$ cat config.mk
export PLATFORM = sky130hd
export DESIGN_NAME = length_prefix_message_deframer_unit_flat
export DESIGN_NICKNAME = d
export VERILOG_FILES = /design/src/hw/rtl/lpmd_pkg.sv /design/src/hw/rtl/lpmd_if.sv /design/src/hw/rtl/length_prefix_message_deframer_unit.sv /design/src/flat_wrapper.sv
export SDC_FILE = /design/constraint.sdc
export NUM_CORES = 1
export LEC_CHECK = 0
export BUFFER_PORTS_ARGS = -buffer_cell sky130_fd_sc_hd__buf_4
export CAP_MARGIN = 20
export CORE_MARGIN = 2
export CORE_UTILIZATION = 50
export DETAILED_ROUTE_END_ITERATION = 12
export PLACE_DENSITY = 0.72
export SETUP_SLACK_MARGIN = 0.2
export SYNTH_ARGS = -nofsm -noshare
export SYNTH_HDL_FRONTEND = slang
export SYNTH_SLANG_ARGS = --single-unit
$ cat constraint.sdc
create_clock -name clk -period 4.2 [get_ports clk]
set_input_delay 0.21 -clock clk [delete_from_list [all_inputs] [get_ports clk]]
set_output_delay 0.21 -clock clk [all_outputs]
set_load 0.005 [all_outputs]
$ cat src/hw/rtl/lpmd_pkg.sv
// ----------------------------------------------------------------------------
// lpmd_pkg
// shared types and constants of the length prefixed message deframer
// ----------------------------------------------------------------------------
`default_nettype none

package lpmd_pkg;

	localparam int unsigned BYTE_W   = 8;
	localparam int unsigned KIND_W   = 3;
	localparam int unsigned OFFSET_W = 24;
	localparam int unsigned LEN_W    = 32;
	localparam int unsigned LCNT_W   = 2;

	localparam logic [OFFSET_W-1:0] MAX_LEN_RESET = 24'd4092;
	localparam logic [LEN_W-1:0]    HDR_SIZE      = 32'd18;
	localparam logic [LEN_W-1:0]    CORR_FIRST    = 32'd2;
	localparam logic [LCNT_W-1:0]   LCNT_LAST     = 2'd3;

	typedef enum logic [KIND_W-1:0] {
		KIND_COMMAND  = 3'd0,
		KIND_FLAGS    = 3'd1,
		KIND_CORR     = 3'd2,
		KIND_BODY     = 3'd3,
		KIND_EMPTY    = 3'd4,
		KIND_OVERSIZE = 3'd5
	} kind_t;

endpackage

`default_nettype wire

$ cat src/hw/rtl/lpmd_if.sv
// ----------------------------------------------------------------------------
// lpmd channel interfaces
// byte stream channel and tagged result channel, valid/ready handshake
// ----------------------------------------------------------------------------
`default_nettype none

interface lpmd_byte_if;
	logic                             valid;
	logic                             ready;
	logic [lpmd_pkg::BYTE_W-1:0]      stream_byte;

	modport source (output valid, output stream_byte, input ready);
	modport sink   (input valid, input stream_byte, output ready);
endinterface

interface lpmd_result_if;
	logic                             valid;
	logic                             ready;
	logic [lpmd_pkg::KIND_W-1:0]      item_kind;
	logic [lpmd_pkg::BYTE_W-1:0]      payload_byte;
	logic [lpmd_pkg::OFFSET_W-1:0]    frame_offset;
	logic                             frame_last;
	logic                             short_header;

	modport source (output valid, output item_kind, output payload_byte,
		output frame_offset, output frame_last, output short_header, input ready);
	modport sink   (input valid, input item_kind, input payload_byte,
		input frame_offset, input frame_last, input short_header, output ready);
endinterface

`default_nettype wire

$ cat src/hw/rtl/length_prefix_message_deframer_unit.sv
// ----------------------------------------------------------------------------
// length_prefix_message_deframer_unit
// splits a byte stream of 32-bit little-endian length prefixed frames into
// tagged payload items, with empty and oversize frame markers
//
//   channel    dir   payload                                       handshake
//   stream     in    stream_byte[7:0]                              valid/ready
//   result     out   item_kind, payload_byte, frame_offset,        valid/ready
//                    frame_last, short_header
//   cfg        in    cfg_wdata[23:0] -> max_frame_length           cfg_wen
//
// one byte per cycle while stream ready is high; each byte updates the frame counters and its result
// is registered in the output stage, so a result appears in the next cycle
// stream ready is low only while a result is held and result ready is low
// arst_n clears frame state and restores max_frame_length to 4092
// ----------------------------------------------------------------------------
`default_nettype none

module length_prefix_message_deframer_unit (
	input  wire logic                              clk,
	input  wire logic                              arst_n,
	lpmd_byte_if.sink                              stream,
	lpmd_result_if.source                          result,
	input  wire logic                              cfg_wen,
	input  wire logic [lpmd_pkg::OFFSET_W-1:0]     cfg_wdata
);

	logic [lpmd_pkg::OFFSET_W-1:0] max_len_q;
	logic                          in_payload_q;
	logic [lpmd_pkg::LCNT_W-1:0]   lcnt_q;
	logic [lpmd_pkg::LEN_W-1:0]    len_q;
	logic [lpmd_pkg::LEN_W-1:0]    pos_q;
	logic                          skip_q;

	logic                          out_valid_q;
	lpmd_pkg::kind_t               kind_q;
	logic [lpmd_pkg::BYTE_W-1:0]   byte_q;
	logic [lpmd_pkg::OFFSET_W-1:0] offset_q;
	logic                          last_q;
	logic                          short_q;

	logic                          accept;
	logic [lpmd_pkg::LEN_W-1:0]    len_asm;
	logic [lpmd_pkg::LEN_W:0]      pos_inc;
	logic                          pay_last;
	logic                          emit;
	lpmd_pkg::kind_t               kind_d;
	logic [lpmd_pkg::BYTE_W-1:0]   byte_d;
	logic [lpmd_pkg::OFFSET_W-1:0] offset_d;
	logic                          last_d;
	logic                          short_d;

	assign accept       = stream.valid && stream.ready;
	assign stream.ready = !out_valid_q || result.ready;

	// length assembly, least significant byte first
	always_comb begin
		unique case (lcnt_q)
			2'd0: len_asm = {24'd0, stream.stream_byte};
			2'd1: len_asm = len_q | {16'd0, stream.stream_byte, 8'd0};
			2'd2: len_asm = len_q | {8'd0, stream.stream_byte, 16'd0};
			default: len_asm = len_q | {stream.stream_byte, 24'd0};
		endcase
	end

	assign pos_inc  = {1'b0, pos_q} + {{lpmd_pkg::LEN_W{1'b0}}, 1'b1};
	assign pay_last = pos_inc >= {1'b0, len_q};

	always_comb begin
		emit     = 1'b0;
		kind_d   = lpmd_pkg::KIND_BODY;
		byte_d   = '0;
		offset_d = '0;
		last_d   = 1'b1;
		short_d  = 1'b0;
		if (!in_payload_q) begin
			short_d = len_asm < lpmd_pkg::HDR_SIZE;
			if (lcnt_q == lpmd_pkg::LCNT_LAST) begin
				if (len_asm == '0) begin
					emit   = 1'b1;
					kind_d = lpmd_pkg::KIND_EMPTY;
				end else if (len_asm > {8'd0, max_len_q}) begin
					emit   = 1'b1;
					kind_d = lpmd_pkg::KIND_OVERSIZE;
				end
			end
		end else begin
			emit     = !skip_q;
			byte_d   = stream.stream_byte;
			offset_d = pos_q[lpmd_pkg::OFFSET_W-1:0];
			last_d   = pay_last;
			short_d  = len_q < lpmd_pkg::HDR_SIZE;
			priority if (pos_q == '0) begin
				kind_d = lpmd_pkg::KIND_COMMAND;
			end else if (pos_q == 32'd1) begin
				kind_d = lpmd_pkg::KIND_FLAGS;
			end else if (pos_q >= lpmd_pkg::CORR_FIRST && pos_q < lpmd_pkg::HDR_SIZE) begin
				kind_d = lpmd_pkg::KIND_CORR;
			end else begin
				kind_d = lpmd_pkg::KIND_BODY;
			end
		end
	end

	always_ff @(posedge clk or negedge arst_n) begin
		if (!arst_n) begin
			max_len_q <= lpmd_pkg::MAX_LEN_RESET;
		end else if (cfg_wen) begin
			max_len_q <= cfg_wdata;
		end
	end

	// frame state
	always_ff @(posedge clk or negedge arst_n) begin
		if (!arst_n) begin
			in_payload_q <= 1'b0;
			lcnt_q       <= '0;
			len_q        <= '0;
			pos_q        <= '0;
			skip_q       <= 1'b0;
		end else if (accept) begin
			if (!in_payload_q) begin
				len_q <= len_asm;
				if (lcnt_q == lpmd_pkg::LCNT_LAST) begin
					lcnt_q <= '0;
					pos_q  <= '0;
					if (len_asm != '0) begin
						in_payload_q <= 1'b1;
						skip_q       <= len_asm > {8'd0, max_len_q};
					end
				end else begin
					lcnt_q <= lcnt_q + 2'd1;
				end
			end else if (pay_last) begin
				in_payload_q <= 1'b0;
				pos_q        <= '0;
				skip_q       <= 1'b0;
			end else begin
				pos_q <= pos_inc[lpmd_pkg::LEN_W-1:0];
			end
		end
	end

	// output stage
	always_ff @(posedge clk or negedge arst_n) begin
		if (!arst_n) begin
			out_valid_q <= 1'b0;
		end else if (accept) begin
			out_valid_q <= emit;
		end else if (result.ready) begin
			out_valid_q <= 1'b0;
		end
	end

	always_ff @(posedge clk) begin
		if (accept && emit) begin
			kind_q   <= kind_d;
			byte_q   <= byte_d;
			offset_q <= offset_d;
			last_q   <= last_d;
			short_q  <= short_d;
		end
	end

	assign result.valid        = out_valid_q;
	assign result.item_kind    = kind_q;
	assign result.payload_byte = byte_q;
	assign result.frame_offset = offset_q;
	assign result.frame_last   = last_q;
	assign result.short_header = short_q;

endmodule

`default_nettype wire

$ cat src/flat_wrapper.sv
// flat-port wrapper written by rule: the top's interface ports become plain ports
module length_prefix_message_deframer_unit_flat 
  (clk, arst_n, cfg_wen, cfg_wdata, stream_valid, stream_stream_byte, stream_ready, result_valid, result_item_kind, result_payload_byte, result_frame_offset, result_frame_last, result_short_header, result_ready);
  lpmd_byte_if stream_i ();
  lpmd_result_if result_i ();
  input  wire logic clk;
  input  wire logic arst_n;
  input  wire logic cfg_wen;
  input  wire logic [lpmd_pkg::OFFSET_W-1:0] cfg_wdata;
  input wire logic [$bits(stream_i.valid)-1:0] stream_valid;
  input wire logic [$bits(stream_i.stream_byte)-1:0] stream_stream_byte;
  output wire logic [$bits(stream_i.ready)-1:0] stream_ready;
  output wire logic [$bits(result_i.valid)-1:0] result_valid;
  output wire logic [$bits(result_i.item_kind)-1:0] result_item_kind;
  output wire logic [$bits(result_i.payload_byte)-1:0] result_payload_byte;
  output wire logic [$bits(result_i.frame_offset)-1:0] result_frame_offset;
  output wire logic [$bits(result_i.frame_last)-1:0] result_frame_last;
  output wire logic [$bits(result_i.short_header)-1:0] result_short_header;
  input wire logic [$bits(result_i.ready)-1:0] result_ready;
  assign stream_i.valid = stream_valid;
  assign stream_i.stream_byte = stream_stream_byte;
  assign stream_ready = stream_i.ready;
  assign result_valid = result_i.valid;
  assign result_item_kind = result_i.item_kind;
  assign result_payload_byte = result_i.payload_byte;
  assign result_frame_offset = result_i.frame_offset;
  assign result_frame_last = result_i.frame_last;
  assign result_short_header = result_i.short_header;
  assign result_i.ready = result_ready;
  length_prefix_message_deframer_unit u_core (.clk(clk), .arst_n(arst_n), .stream(stream_i), .result(result_i), .cfg_wen(cfg_wen), .cfg_wdata(cfg_wdata));
endmodule
==> results.yml <==
routing:
  first_pass_iters: 5
  drt_iter0_drc: 758
  via_per_inst: 5.69
  drc: 0
  vias: 6884
  wl_um: 20700
  wl_per_cell_um: 17.1
  drtAntennaViolNets: 0
placed_design:
  dp.final_hpwl_um: 14800
  dp_slack_ns: 0.215
  routabilityCongestion: 0.946
  numPortBuffers: 75
min_path:
  whs_path_depth: 3
  hp-class: "input port to register"
layout:
  final_common_cell: "nand2_1"
  area_delta_synth_final_pct: 22.2
  layout-drive-gt1-share_pct: 17.7
  diodes: 0
  final_cell_mix: "nand2_1 (126), buf_4 (105), o21ai_0 (85)"
  nets: 1085
timing:
  fin_crit_sh_pct: 91.2
  worst_slew_pin_slew_ns: 0.916
  timing.fmax_mhz: 261
  fin_hold_ws_ns: -0.000701
  rsz0062_at_grt: "false"
  setup_viol_count_final: 0
  setup-tns-final_ns: 0
  slew_headroom_pct: 38.7
  finalClockSkew_ns: 0.00932
  slew_viol_final: 0
  period_needed_ns: 3.83
  final_hold_viol_count: 1
  fin_ws_ns: 0.370
die:
  die_x_um: 130
  io_pins: 76
  floorplan.die_area_um2: 16800
  start_util_pct: 51.5
  core_um2: 15300
  rows: 45
  die_h_um: 130
outcome:
  failed_checks: "hold timing"
  outcome: "finished with violations"
global_routing:
  gr-total-overflow: 0
  grt_pass1_vias: 6553
  grt_max_degree: 62
  antenna_found_initial: 0
  grt_util_all_layers_pct: 25.7
  grt_pass1_wl_um: 33200
worst_setup_path:
  cp.required_ns: 4.50
  critical_path.endpoint_type: "register"
  cp.arrival_ns: 4.13
  crit_slowest_cell: "or4_1"
  crit_buf_inv: 2
  cp_top_family: "simple AND/OR/NAND/NOR gates"
  cp_common_cell: "nand4_1"
  max_stage_delay_ns: 0.58
  path_depth: 15
  worstSetupPathType: "register to register"
  crit_fanout: 14
  critPathLaunchType: "register"
  r2r_cells: 15
  worstPathCellList: "nand4_1 -> nor3_2 -> buf_4 -> nand4_1 -> nor2_2 -> nand3_2 -> xnor2_1 -> ha_1 -> nand3_1 -> or4_1 -> a211o_1 -> and3_2 -> nand2_1 -> buf_6 -> o21ai_0"
yosys:
  synth_top_area_share_pct: 26.3
  yosys_warnings: 0
  synth_cells: 879
  synth_nets: 979
  synth_area_leader_cell: "dfrtp_1"
  ys_ff_latch: 130
  synth_edf_count: 37
  avgSynthCellArea_um2: 8.98
  synth_area_leaders: "dfrtp_1 (26%), edfxtp_1 (14%), ha_1 (10%), nand2_1 (6.0%), o21ai_0 (5.4%)"
  netlist_area_um2: 7890
  synthFlopType: "dfrtp_1"
  ys_types: 60
  ys_async_sr_fraction_pct: 71.5
  synth_seq_area_share_pct: 43.7
clocking:
  clockRootBuffer: "clkbuf_16"
  ctsHtreeMaxLevel: 4
  cts.sinks: 130
  cts_made_buffers: 17
  path_clk_slew_ns: 0.06
  clockBufferDepth: 2
  cts_tree: "yes"
  clk_latency_ns: 0.43
power:
  irDropWorstVdd_uv: 344
  power_density_nw_per_um2: 581
  p_leak_uw: 0.00436
job:
  max_cap_viol_count: 0
==> kinds of logic (layout without fill, tap and decap cells) <==
| group | Yosys count | in the layout | share of synthesized area, % |
|---|---|---|---|
| mux | 1 | 1 | 0.143 |
| xor+xnor | 24 | 24 | 2.66 |
| flops | 130 | 130 | 43.7 |
| simple gates | 330 | 330 | 21.0 |
| compound gates | 218 | 218 | 16.8 |
| buf+inv | 113 | 232 | 5.63 |
| fa+ha+maj | 63 | 63 | 9.99 |
==> sequential cells by signal, summed over array words and instances (netlist names) <==
name / flops
u_core.len_q: 32
u_core.pos_q: 32
u_core.max_len_q: 24
u_core.result.frame_offset: 24
u_core.result.payload_byte: 8
u_core.result.item_kind: 3
u_core.lcnt_q: 2
u_core.in_payload_q: 1
u_core.result.frame_last: 1
u_core.result.short_header: 1
u_core.result.valid: 1
u_core.skip_q: 1
==> worst paths after layout <==
kind / slack, ns / to / start
worst min register to register: 0.51 / u_core.max_len_q[10] / u_core.max_len_q[10]
min in group asynchronous: 0.43 / u_core.len_q[21] / arst_n
worst max register to register: 0.37 / u_core.pos_q[6] / u_core.pos_q[1]
worst max-delay path: 0.37 / u_core.pos_q[6] / u_core.pos_q[1]
worst min-delay path: -0.0007 / u_core.max_len_q[12] / cfg_wdata[12]
max in group asynchronous: 2.76 / u_core.pos_q[0] / arst_n
==> Yosys cell counts (12+ instances only) <==
| library cell | n |
|---|---|
| nand3_1 | 27 |
| o31ai_1 | 12 |
| a22o_1 | 12 |
| inv_1 | 72 |
| nand2_1 | 127 |
| and2_1 | 37 |
| ha_1 | 63 |
| dfrtp_1 | 83 |
| o21ai_0 | 85 |
| xnor2_1 | 13 |
| clkbuf_1 | 31 |
| nor2b_1 | 17 |
| edfxtp_1 | 37 |
| nand4_1 | 17 |
| a21oi_1 | 43 |
| nor4_1 | 13 |
| nand2b_1 | 12 |
| nor2_1 | 37 |
==> power by group <==
part	internal (µW)	switching [µW]
clock network	752	570
logic	962	1540
registers	1590	187
total	3310	2300
==> metrics by stage <==
step	area, µm²	utilization, %	cells	power (µW)
3_3_place_gp	8780	57.3	1153	4100
2_1_floorplan	7900	-	879	3350
3_5_place_dp	8780	57.3	1153	4150
6_report	9640	63.0	1209	5610
5_1_grt	9640	63.0	1209	6000
4_1_cts	9520	62.1	1205	5500
==> per-layer routing <==
metal	GRT usage (%)	part of all wire [%]	wire (µm)
met1	36.3	45	9280
met2	40.7	46	9510
met3	5.12	7.0	1450
met4	7.27	2.0	416
met5	0	0	0
==> tightest hold or removal path, delay by kind of cell <==
family | cells | cell delay [ns]
buf+inv | 1 | 0.07
compound gates | 1 | 0.06
simple gates | 1 | 0.04
==> area by class of cell <==
| type | instances | area, µm² |
|---|---|---|
| Multi-Input combinational cell | 636 | 4100 |
| Clock buffer | 20 | 437 |
| Clock inverter | 12 | 83.8 |
| Inverter | 72 | 270 |
| Tap cell | 211 | 264 |
| Timing Repair Buffer | 128 | 1030 |
| Fill cell | 1268 | 5670 |
| Sequential cell | 130 | 3460 |
==> repair_timing <==
item                                    CTS  global route
endpoints found under the hold margin    71             0
hold buffers                             20             0
buffers inserted                          0             4
gates resized for setup                   2            24
endpoints found under the setup margin    6            72
pin swaps                                 0             6
Power figures use the tool's default switching activity.
